==> src/ordered_membership_set_macros.svh <==
// Assertion helpers for the ordered membership set.
// They expect clk_i and rst_ni in the scope of use.
`ifndef ORDERED_MEMBERSHIP_SET_MACROS_SVH
`define ORDERED_MEMBERSHIP_SET_MACROS_SVH

// Property must hold at every clock edge outside reset.
`define OMS_ASSERT(lbl, prop, msg) \
  lbl: assert property (@(posedge clk_i) disable iff (!rst_ni) (prop)) else $error(msg);

// Condition must never be seen outside reset.
`define OMS_ASSERT_NEVER(lbl, cond, msg) \
  lbl: assert property (@(posedge clk_i) disable iff (!rst_ni) !(cond)) else $error(msg);

`endif

==> src/oms_pkg.sv <==
// ----------------------------------------------------------------------------
// oms_pkg
// Types and constants shared by the ordered membership set.
// ----------------------------------------------------------------------------
`timescale 1ns / 1ps
`default_nettype none

package oms_pkg;

  localparam int unsigned FUNC_W      = 2;
  localparam int unsigned IN_VALUE_W  = 32;
  localparam int unsigned COUNT_W     = 5;
  localparam int unsigned ELEM_W      = 32;
  localparam int unsigned IN_TDATA_W  = 40;
  localparam int unsigned OUT_TDATA_W = 40;

  typedef enum logic [1:0] {
    FN_ADD   = 2'd0,
    FN_DEL   = 2'd1,
    FN_QUERY = 2'd2,
    FN_LIST  = 2'd3
  } oms_func_e;

  typedef enum logic [3:0] {
    ST_IDLE,
    ST_SCAN,
    ST_CMP,
    ST_APPLY,
    ST_SH_RD,
    ST_SH_WR,
    ST_REPLY,
    ST_LS_RD,
    ST_LS_OUT
  } oms_state_e;

endpackage

`default_nettype wire

==> src/oms_store.sv <==
// ----------------------------------------------------------------------------
// oms_store
// Entry memory: one write port, one read port with registered read data.
// ----------------------------------------------------------------------------
`timescale 1ns / 1ps
`default_nettype none

module oms_store #(
  parameter int unsigned DEPTH = 16,
  parameter int unsigned WIDTH = 32,
  localparam int unsigned AW   = (DEPTH > 1) ? $clog2(DEPTH) : 1
) (
  input  wire logic             clk_i,
  input  wire logic             we_i,
  input  wire logic [AW-1:0]    waddr_i,
  input  wire logic [WIDTH-1:0] wdata_i,
  input  wire logic             re_i,
  input  wire logic [AW-1:0]    raddr_i,
  output logic      [WIDTH-1:0] rdata_o
);

  logic [WIDTH-1:0] mem_q [DEPTH];

  always_ff @(posedge clk_i) begin
    if (we_i) begin
      mem_q[waddr_i] <= wdata_i;
    end
  end

  always_ff @(posedge clk_i) begin
    if (re_i) begin
      rdata_o <= mem_q[raddr_i];
    end
  end

endmodule

`default_nettype wire

==> src/ordered_membership_set.sv <==
// ----------------------------------------------------------------------------
// ordered_membership_set
// Set of distinct values kept in insertion order: add, delete, query, list.
// ----------------------------------------------------------------------------
// Usage:
//   Input words on s_axis carry an operation and a value. Add appends an
//   absent value, delete removes a present one and closes the gap, query
//   reports membership; each gives one output word with the count after the
//   operation. List gives one output word per element, oldest first, with
//   tlast on the final one; an empty set gives one word with tuser low.
//   One item is worked on at a time; s_axis_tready_o is high only while
//   the sequencer is idle. All entries go through one memory read port and
//   one comparator. Query, add and delete scan the entries from the oldest,
//   one read and one compare per entry, and stop at a match; delete then
//   moves each later entry down one place. List reads each entry in turn
//   and loads it as an output word. The next word can be accepted in the
//   cycle after the result is loaded. A result sits in an output register;
//   the sequencer holds while that register is occupied and m_axis_tready_i
//   is low, so a stalled receiver stalls the next result, never drops it.
//   Reset empties the set at once; no clearing pass is needed.
// ----------------------------------------------------------------------------
`timescale 1ns / 1ps
`default_nettype none

`include "ordered_membership_set_macros.svh"

module ordered_membership_set
  import oms_pkg::*;
#(
  parameter int unsigned DEPTH       = 16,
  parameter int unsigned VALUE_WIDTH = 32
) (
  input  wire logic                   clk_i,
  input  wire logic                   rst_ni,
  // s_axis tdata: [1:0] func, [33:2] value, [39:34] zero
  input  wire logic                   s_axis_tvalid_i,
  output logic                        s_axis_tready_o,
  input  wire logic [IN_TDATA_W-1:0]  s_axis_tdata_i,
  // m_axis tdata: [0] was_member, [1] changed, [2] full_reject,
  //               [7:3] count, [39:8] element
  output logic                        m_axis_tvalid_o,
  input  wire logic                   m_axis_tready_i,
  output logic [OUT_TDATA_W-1:0]      m_axis_tdata_o,
  // m_axis tuser: [0] element_valid
  output logic                        m_axis_tuser_o,
  output logic                        m_axis_tlast_o
);

  localparam int unsigned SW = (VALUE_WIDTH < IN_VALUE_W) ? VALUE_WIDTH : IN_VALUE_W;
  localparam int unsigned AW = (DEPTH > 1) ? $clog2(DEPTH) : 1;
  localparam int unsigned CW = $clog2(DEPTH + 1);

  oms_state_e      state_q, state_d;
  oms_func_e       op_q, op_d;
  logic [SW-1:0]   val_q, val_d;
  logic [CW-1:0]   idx_q, idx_d;
  logic [CW-1:0]   count_q, count_d;
  logic            found_q, found_d;
  logic            full_q, full_d;

  logic            out_valid_q, out_valid_d;
  logic [OUT_TDATA_W-1:0] out_data_q, out_data_d;
  logic            out_user_q, out_user_d;
  logic            out_last_q, out_last_d;

  logic            mem_we, mem_re;
  logic [AW-1:0]   mem_waddr, mem_raddr;
  logic [SW-1:0]   mem_wdata, rd_data;

  logic            accept, out_free, out_load, hit;
  logic            count_step_ok;
  logic [CW-1:0]   idx_plus;
  logic [CW+COUNT_W-1:0] cnt_ext;
  logic [SW+ELEM_W-1:0]  elem_ext;

  assign accept   = s_axis_tvalid_i & s_axis_tready_o;
  assign out_free = ~out_valid_q | m_axis_tready_i;
  assign idx_plus = idx_q + CW'(1);
  assign hit      = (rd_data == val_q);
  assign cnt_ext  = {{COUNT_W{1'b0}}, count_q};
  assign elem_ext = {{ELEM_W{1'b0}}, rd_data};

  oms_store #(
    .DEPTH (DEPTH),
    .WIDTH (SW)
  ) u_store (
    .clk_i   (clk_i),
    .we_i    (mem_we),
    .waddr_i (mem_waddr),
    .wdata_i (mem_wdata),
    .re_i    (mem_re),
    .raddr_i (mem_raddr),
    .rdata_o (rd_data)
  );

  // Next state
  always_comb begin
    state_d = state_q;
    case (state_q)
      ST_IDLE: begin
        if (s_axis_tvalid_i) begin
          state_d = (oms_func_e'(s_axis_tdata_i[FUNC_W-1:0]) == FN_LIST) ? ST_LS_RD
                                                                          : ST_SCAN;
        end
      end
      ST_SCAN: begin
        if (idx_q == count_q) begin
          state_d = (op_q == FN_ADD) ? ST_APPLY : ST_REPLY;
        end else begin
          state_d = ST_CMP;
        end
      end
      ST_CMP: begin
        if (hit) begin
          case (op_q)
            FN_ADD:  state_d = ST_APPLY;
            FN_DEL:  state_d = ST_SH_RD;
            default: state_d = ST_REPLY;
          endcase
        end else begin
          state_d = ST_SCAN;
        end
      end
      ST_APPLY:  state_d = ST_REPLY;
      ST_SH_RD:  state_d = (idx_plus < count_q) ? ST_SH_WR : ST_REPLY;
      ST_SH_WR:  state_d = ST_SH_RD;
      ST_REPLY: begin
        if (out_free) begin
          state_d = ST_IDLE;
        end
      end
      ST_LS_RD:  state_d = (count_q == '0) ? ST_REPLY : ST_LS_OUT;
      ST_LS_OUT: begin
        if (out_free) begin
          state_d = (idx_plus == count_q) ? ST_IDLE : ST_LS_RD;
        end
      end
      default:   state_d = ST_IDLE;
    endcase
  end

  // Datapath controls
  always_comb begin
    s_axis_tready_o = 1'b0;
    mem_we      = 1'b0;
    mem_re      = 1'b0;
    mem_waddr   = idx_q[AW-1:0];
    mem_raddr   = idx_q[AW-1:0];
    mem_wdata   = rd_data;
    out_load    = 1'b0;
    op_d        = op_q;
    val_d       = val_q;
    idx_d       = idx_q;
    count_d     = count_q;
    found_d     = found_q;
    full_d      = full_q;
    out_data_d  = out_data_q;
    out_user_d  = out_user_q;
    out_last_d  = out_last_q;
    out_valid_d = out_valid_q & ~m_axis_tready_i;

    case (state_q)
      ST_IDLE: begin
        s_axis_tready_o = 1'b1;
        if (s_axis_tvalid_i) begin
          op_d    = oms_func_e'(s_axis_tdata_i[FUNC_W-1:0]);
          val_d   = s_axis_tdata_i[FUNC_W +: SW];
          idx_d   = '0;
          found_d = 1'b0;
          full_d  = 1'b0;
        end
      end
      ST_SCAN: begin
        mem_re = (idx_q != count_q);
      end
      ST_CMP: begin
        if (hit) begin
          found_d = 1'b1;
        end else begin
          idx_d = idx_plus;
        end
      end
      ST_APPLY: begin
        if (!found_q) begin
          if (count_q == CW'(DEPTH)) begin
            full_d = 1'b1;
          end else begin
            mem_we    = 1'b1;
            mem_waddr = count_q[AW-1:0];
            mem_wdata = val_q;
            count_d   = count_q + CW'(1);
          end
        end
      end
      ST_SH_RD: begin
        // move the next entry down one place, or finish the delete
        if (idx_plus < count_q) begin
          mem_re    = 1'b1;
          mem_raddr = idx_plus[AW-1:0];
        end else begin
          count_d = count_q - CW'(1);
        end
      end
      ST_SH_WR: begin
        mem_we = 1'b1;
        idx_d  = idx_plus;
      end
      ST_REPLY: begin
        if (out_free) begin
          out_load   = 1'b1;
          out_data_d = '0;
          out_data_d[0]   = (op_q != FN_LIST) & found_q;
          out_data_d[1]   = ((op_q == FN_ADD) & ~found_q & ~full_q)
                          | ((op_q == FN_DEL) & found_q);
          out_data_d[2]   = full_q;
          out_data_d[7:3] = cnt_ext[COUNT_W-1:0];
          out_user_d = 1'b0;
          out_last_d = 1'b1;
        end
      end
      ST_LS_RD: begin
        mem_re = (count_q != '0);
      end
      ST_LS_OUT: begin
        if (out_free) begin
          out_load   = 1'b1;
          out_data_d = '0;
          out_data_d[7:3]  = cnt_ext[COUNT_W-1:0];
          out_data_d[39:8] = elem_ext[ELEM_W-1:0];
          out_user_d = 1'b1;
          out_last_d = (idx_plus == count_q);
          idx_d      = idx_plus;
        end
      end
      default: ;
    endcase

    if (out_load) begin
      out_valid_d = 1'b1;
    end
  end

  always_ff @(posedge clk_i or negedge rst_ni) begin
    if (!rst_ni) begin
      state_q     <= ST_IDLE;
      count_q     <= '0;
      idx_q       <= '0;
      found_q     <= 1'b0;
      full_q      <= 1'b0;
      op_q        <= FN_ADD;
      out_valid_q <= 1'b0;
    end else begin
      state_q     <= state_d;
      count_q     <= count_d;
      idx_q       <= idx_d;
      found_q     <= found_d;
      full_q      <= full_d;
      op_q        <= op_d;
      out_valid_q <= out_valid_d;
    end
  end

  always_ff @(posedge clk_i) begin
    val_q      <= val_d;
    out_data_q <= out_data_d;
    out_user_q <= out_user_d;
    out_last_q <= out_last_d;
  end

  assign m_axis_tvalid_o = out_valid_q;
  assign m_axis_tdata_o  = out_data_q;
  assign m_axis_tuser_o  = out_user_q;
  assign m_axis_tlast_o  = out_last_q;

  // count holds or moves by one per cycle
  assign count_step_ok = (count_d == count_q) | (count_d == count_q + CW'(1))
                       | (count_d == count_q - CW'(1));

  `OMS_ASSERT_NEVER(a_count_bound, count_q > CW'(DEPTH), "count exceeds store depth")
  `OMS_ASSERT(a_count_step, count_step_ok, "count moved by more than one")
  `OMS_ASSERT(a_busy_after_accept, accept |=> (state_q != ST_IDLE), "idle right after accept")
  `OMS_ASSERT_NEVER(a_out_overwrite, out_load && !out_free, "held result overwritten")

endmodule

`default_nettype wire
==> config.mk <==
export PLATFORM = sky130hd
export DESIGN_NAME = ordered_membership_set
export DESIGN_NICKNAME = d
export VERILOG_FILES = /design/src/oms_pkg.sv /design/src/oms_store.sv /design/src/ordered_membership_set.sv
export VERILOG_INCLUDE_DIRS = /design/src /design/src/src
export SDC_FILE = /design/constraint.sdc
export NUM_CORES = 1
export LEC_CHECK = 0
export ABC_AREA = 1
export BUFFER_PORTS_ARGS = -buffer_cell sky130_fd_sc_hd__buf_4
export CORE_ASPECT_RATIO = 2
export CORE_MARGIN = 3
export CORE_UTILIZATION = 55
export CTS_CLUSTER_SIZE = 16
export DETAILED_ROUTE_END_ITERATION = 7
export PLACE_DENSITY = 0.72
export SYNTH_ARGS = -nofsm -noshare
export SYNTH_HDL_FRONTEND = slang
export SYNTH_HIERARCHICAL = 1
export SYNTH_SLANG_ARGS = --single-unit
==> constraint.sdc <==
create_clock -name clk_i -period 4.14 [get_ports clk_i]
set_input_delay 0.414 -clock clk_i [delete_from_list [all_inputs] [get_ports clk_i]]
set_output_delay 0.414 -clock clk_i [all_outputs]
set_load 0.005 [all_outputs]
==> impl_metrics.yaml <==
outcome:
  status: "finished, final reports clean"
yosys:
  synth_cell_types: 36
  ys_warn_count: 6
  synth.area.top_cells: "edfxtp_1 (67%), nand2_1 (11%), nand3_1 (7.1%), inv_1 (6.1%), dfrtp_1 (1.7%)"
  synthCells: 2625
  netlist_area_um2: 27800
  synth_nets: 2679
  synth_common_cells: "nand2_1 (808), edfxtp_1 (618), inv_1 (455)"
  synth_most_common_cell: "nand2_1"
  ys_seq_area_share_pct: 68.5
  synth-main-ff-cell: "edfxtp_1"
  synth_edf_count: 618
  synth-seq-cells: 637
  yosysTopAreaCellShare_pct: 66.8
  yosysTopAreaCell: "edfxtp_1"
  async_flop_share_pct: 2.98
  avgSynthCellArea_um2: 10.6
timing:
  setup_tns_ns: 0
  clock.fmax_ghz: 0.266
  tightest_slew_ns: 1.18
  postLayoutSetupSlackWorst_ns: 0.387
  fin_crit_sh_pct: 90.6
  finClkSkew_ns: 0.0148
  slew_violations: 0
  final.min_clock_period_ns: 3.75
  setup_viol: 0
  hold_violations: 0
  slew_headroom_pct: 21.0
  grt_setup_unrepaired: "false"
clock_tree:
  clock_sinks: 637
  cts_tree: "yes"
  cts_max_level: 2
  hold_buffers: 30
  clock_latency_ns: 0.60
  cts_max_path_buffers: 3
  root_buffer: "clkbuf_16"
  cts-buffers-inserted: 53
  clk_pin_slew_ns: 0.07
  post-cts-setup-buffers: 0
  cts_resized: 0
route:
  viasPerCell: 5.51
  drt_wl_total_um: 69200
  ant_nets: 0
  drc: 0
  drtIter0Drc: 2072
  wl_per_cell_um: 20.2
  vias: 18900
  drt_first_pass_iters: 5
global_route:
  grt.overflow.total: 0
  grt_max_degree: 129
  antenna_found_initial: 0
  grt_first_pass_wirelength_um: 105000
  grt_pass1_vias: 19000
  track_usage_pct: 26.3
final_layout:
  final_nets: 2805
  area_growth_pct: 13.4
  drive_above_1_share_pct: 9.72
  antenna_cells: 0
  fillers: 3682
floorplanning:
  die_w_um: 165
  die_area_um2: 53400
  placementRows: 115
  initial_core_util_pct: 56.0
  io_pins: 88
  die_h_um: 324
  core_area_um2: 49600
critical_path:
  worstSetupPathType: "register to register"
  path_cells: "ha_1, xor2_1, ha_1, a21oi_1, o21ai_0, nor2_1, nand2_4, xor2_4, inv_6, buf_12, nand2_1, nand3_1, nand3_1, nand3_1, nand2_1"
  slowest_delay_ns: 0.45
  crit_slowest_cell: "dfrtp_1"
  arrival_ns: 4.08
  crit_required_ns: 4.47
  crit_path_end_kind: "register"
  cp-start-kind: "register"
  crit_top_cell: "nand3_1"
  cp_max_fo: 45
placed_design:
  port_buffers: 81
  gp_congestion: 0.818
  place_ws_ns: 0.462
  hpwl_um: 39300
pwr:
  power_density_nw_per_um2: 759
  total_power_mw: 23.9
  irDropWorstVdd_uv: 846
  leakagePower_nw: 13.2
run:
  cap_violations: 0
worst_hold_path:
  hold_class: "primary input to register"
[cells by family (layout without fill, tap and decap cells)]
logic type	after synthesis	count (layout)	share of synthesized area [%]
XOR/XNOR	31	31	0.977
AND/OR/NAND/NOR	1301	1301	19.7
adder cells (fa/ha/maj)	10	10	0.477
buffers and inverters	575	738	8.97
flip-flops	637	637	68.5
AO/OA/AOI/OAI	71	71	1.40
[worst max-delay path, delay by kind of cell (launching register included)]
family,cells,cell delay (ns)
xor+xnor,2,0.55
compound gates,2,0.24
flops,1,0.45
fa+ha+maj,2,0.56
simple gates,7,0.96
buf+inv,2,0.66
[routing by layer]
layer / vias to the layer above / part of all wire, % / wire length, um / global-route usage, %
met3: 231 / 8.3 / 5770 / 3.73
met5: - / 0 / 0 / 0
li1: 8744 / - / - / -
met2: 933 / 50 / 34800 / 45.4
met4: 0 / 5.6 / 3900 / 14.4
met1: 9002 / 36 / 24700 / 31.7
[worst paths after layout]
check                           depth (start not counted)                       endpoint  slack, ns                 start
worst max-delay path                                   15  u_store/rdata_o[18]$_DFFE_PP_       0.39  idx_q[0]$_DFFE_PN0P_
worst min-delay path                                    1             val_q[6]$_DFFE_PP_       0.02     s_axis_tdata_i[8]
worst max register to register                         15  u_store/rdata_o[18]$_DFFE_PP_       0.39  idx_q[0]$_DFFE_PN0P_
worst min register to register                          2            op_q[0]$_DFFE_PN0P_       0.55   op_q[0]$_DFFE_PN0P_
max in group asynchronous                               2            op_q[1]$_DFFE_PN0P_       3.69                rst_ni
min in group asynchronous                               2      m_axis_tvalid_o$_DFF_PN0_       0.24                rst_ni
[layout by cell type, fill, tap and decap left out, types with 5 or more instances in the layout]
cell | Yosys | layout
clkbuf_16 | 0 | 54
clkinv_2 | 0 | 9
nor2_1 | 76 | 59
clkinvlp_4 | 0 | 5
o21ai_0 | 40 | 35
dfrtp_1 | 19 | 19
nand3_1 | 395 | 394
inv_1 | 455 | 453
buf_4 | 8 | 128
a21oi_1 | 11 | 8
nand2_1 | 808 | 808
clkinv_1 | 0 | 8
edfxtp_1 | 618 | 618
xor2_1 | 7 | 6
xnor2_1 | 24 | 24
bufinv_16 | 0 | 5
ha_1 | 9 | 9
nor2_2 | 5 | 5
o21ai_1 | 9 | 14
dlygate4sd3_1 | 0 | 30
buf_12 | 1 | 29
clkbuf_1 | 19 | 10
nor2_4 | 1 | 18
o22ai_1 | 5 | 5
[through the flow]
stage,util [%],instance area (um2),cells,hold slack (ns)
after floorplan,-,27800,2625,0.118
after global placement,59.5,29600,3309,0.299
after detailed placement,59.5,29600,3309,0.311
after CTS,63.5,31500,3431,0.00313
after global routing,63.5,31500,3431,0.000474
final,63.5,31500,3431,0.0211
[sequential cells by signal (all words and copies together) (netlist names)]
name / count
count_q: 5
found_q: 1
full_q: 1
idx_q: 5
m_axis_tdata_o: 40
m_axis_tlast_o: 1
m_axis_tuser_o: 1
m_axis_tvalid_o: 1
op_q: 2
state_q: 4
u_store/mem_q: 512
u_store/rdata_o: 32
val_q: 32
[cell type report]
type	instances	area [um2]	area share [%]
clock buffer	64	1390	4.41
inverter	459	1730	5.49
timing repair buffer	187	1840	5.84
clock inverter	28	279	0.885
multi-input combinational	1413	6450	20.5
tap	643	805	2.55
sequential	637	19000	60.4
[power by group]
group / internal [mW] / total [mW] / switching [mW]
Clock: 2.69 / 4.91 / 2.21
Combinational: 2.95 / 9.66 / 6.71
Sequential: 9.01 / 9.36 / 0.348
Total: 14.7 / 23.9 / 9.28
No activity file was read; power rests on OpenSTA's default activity.
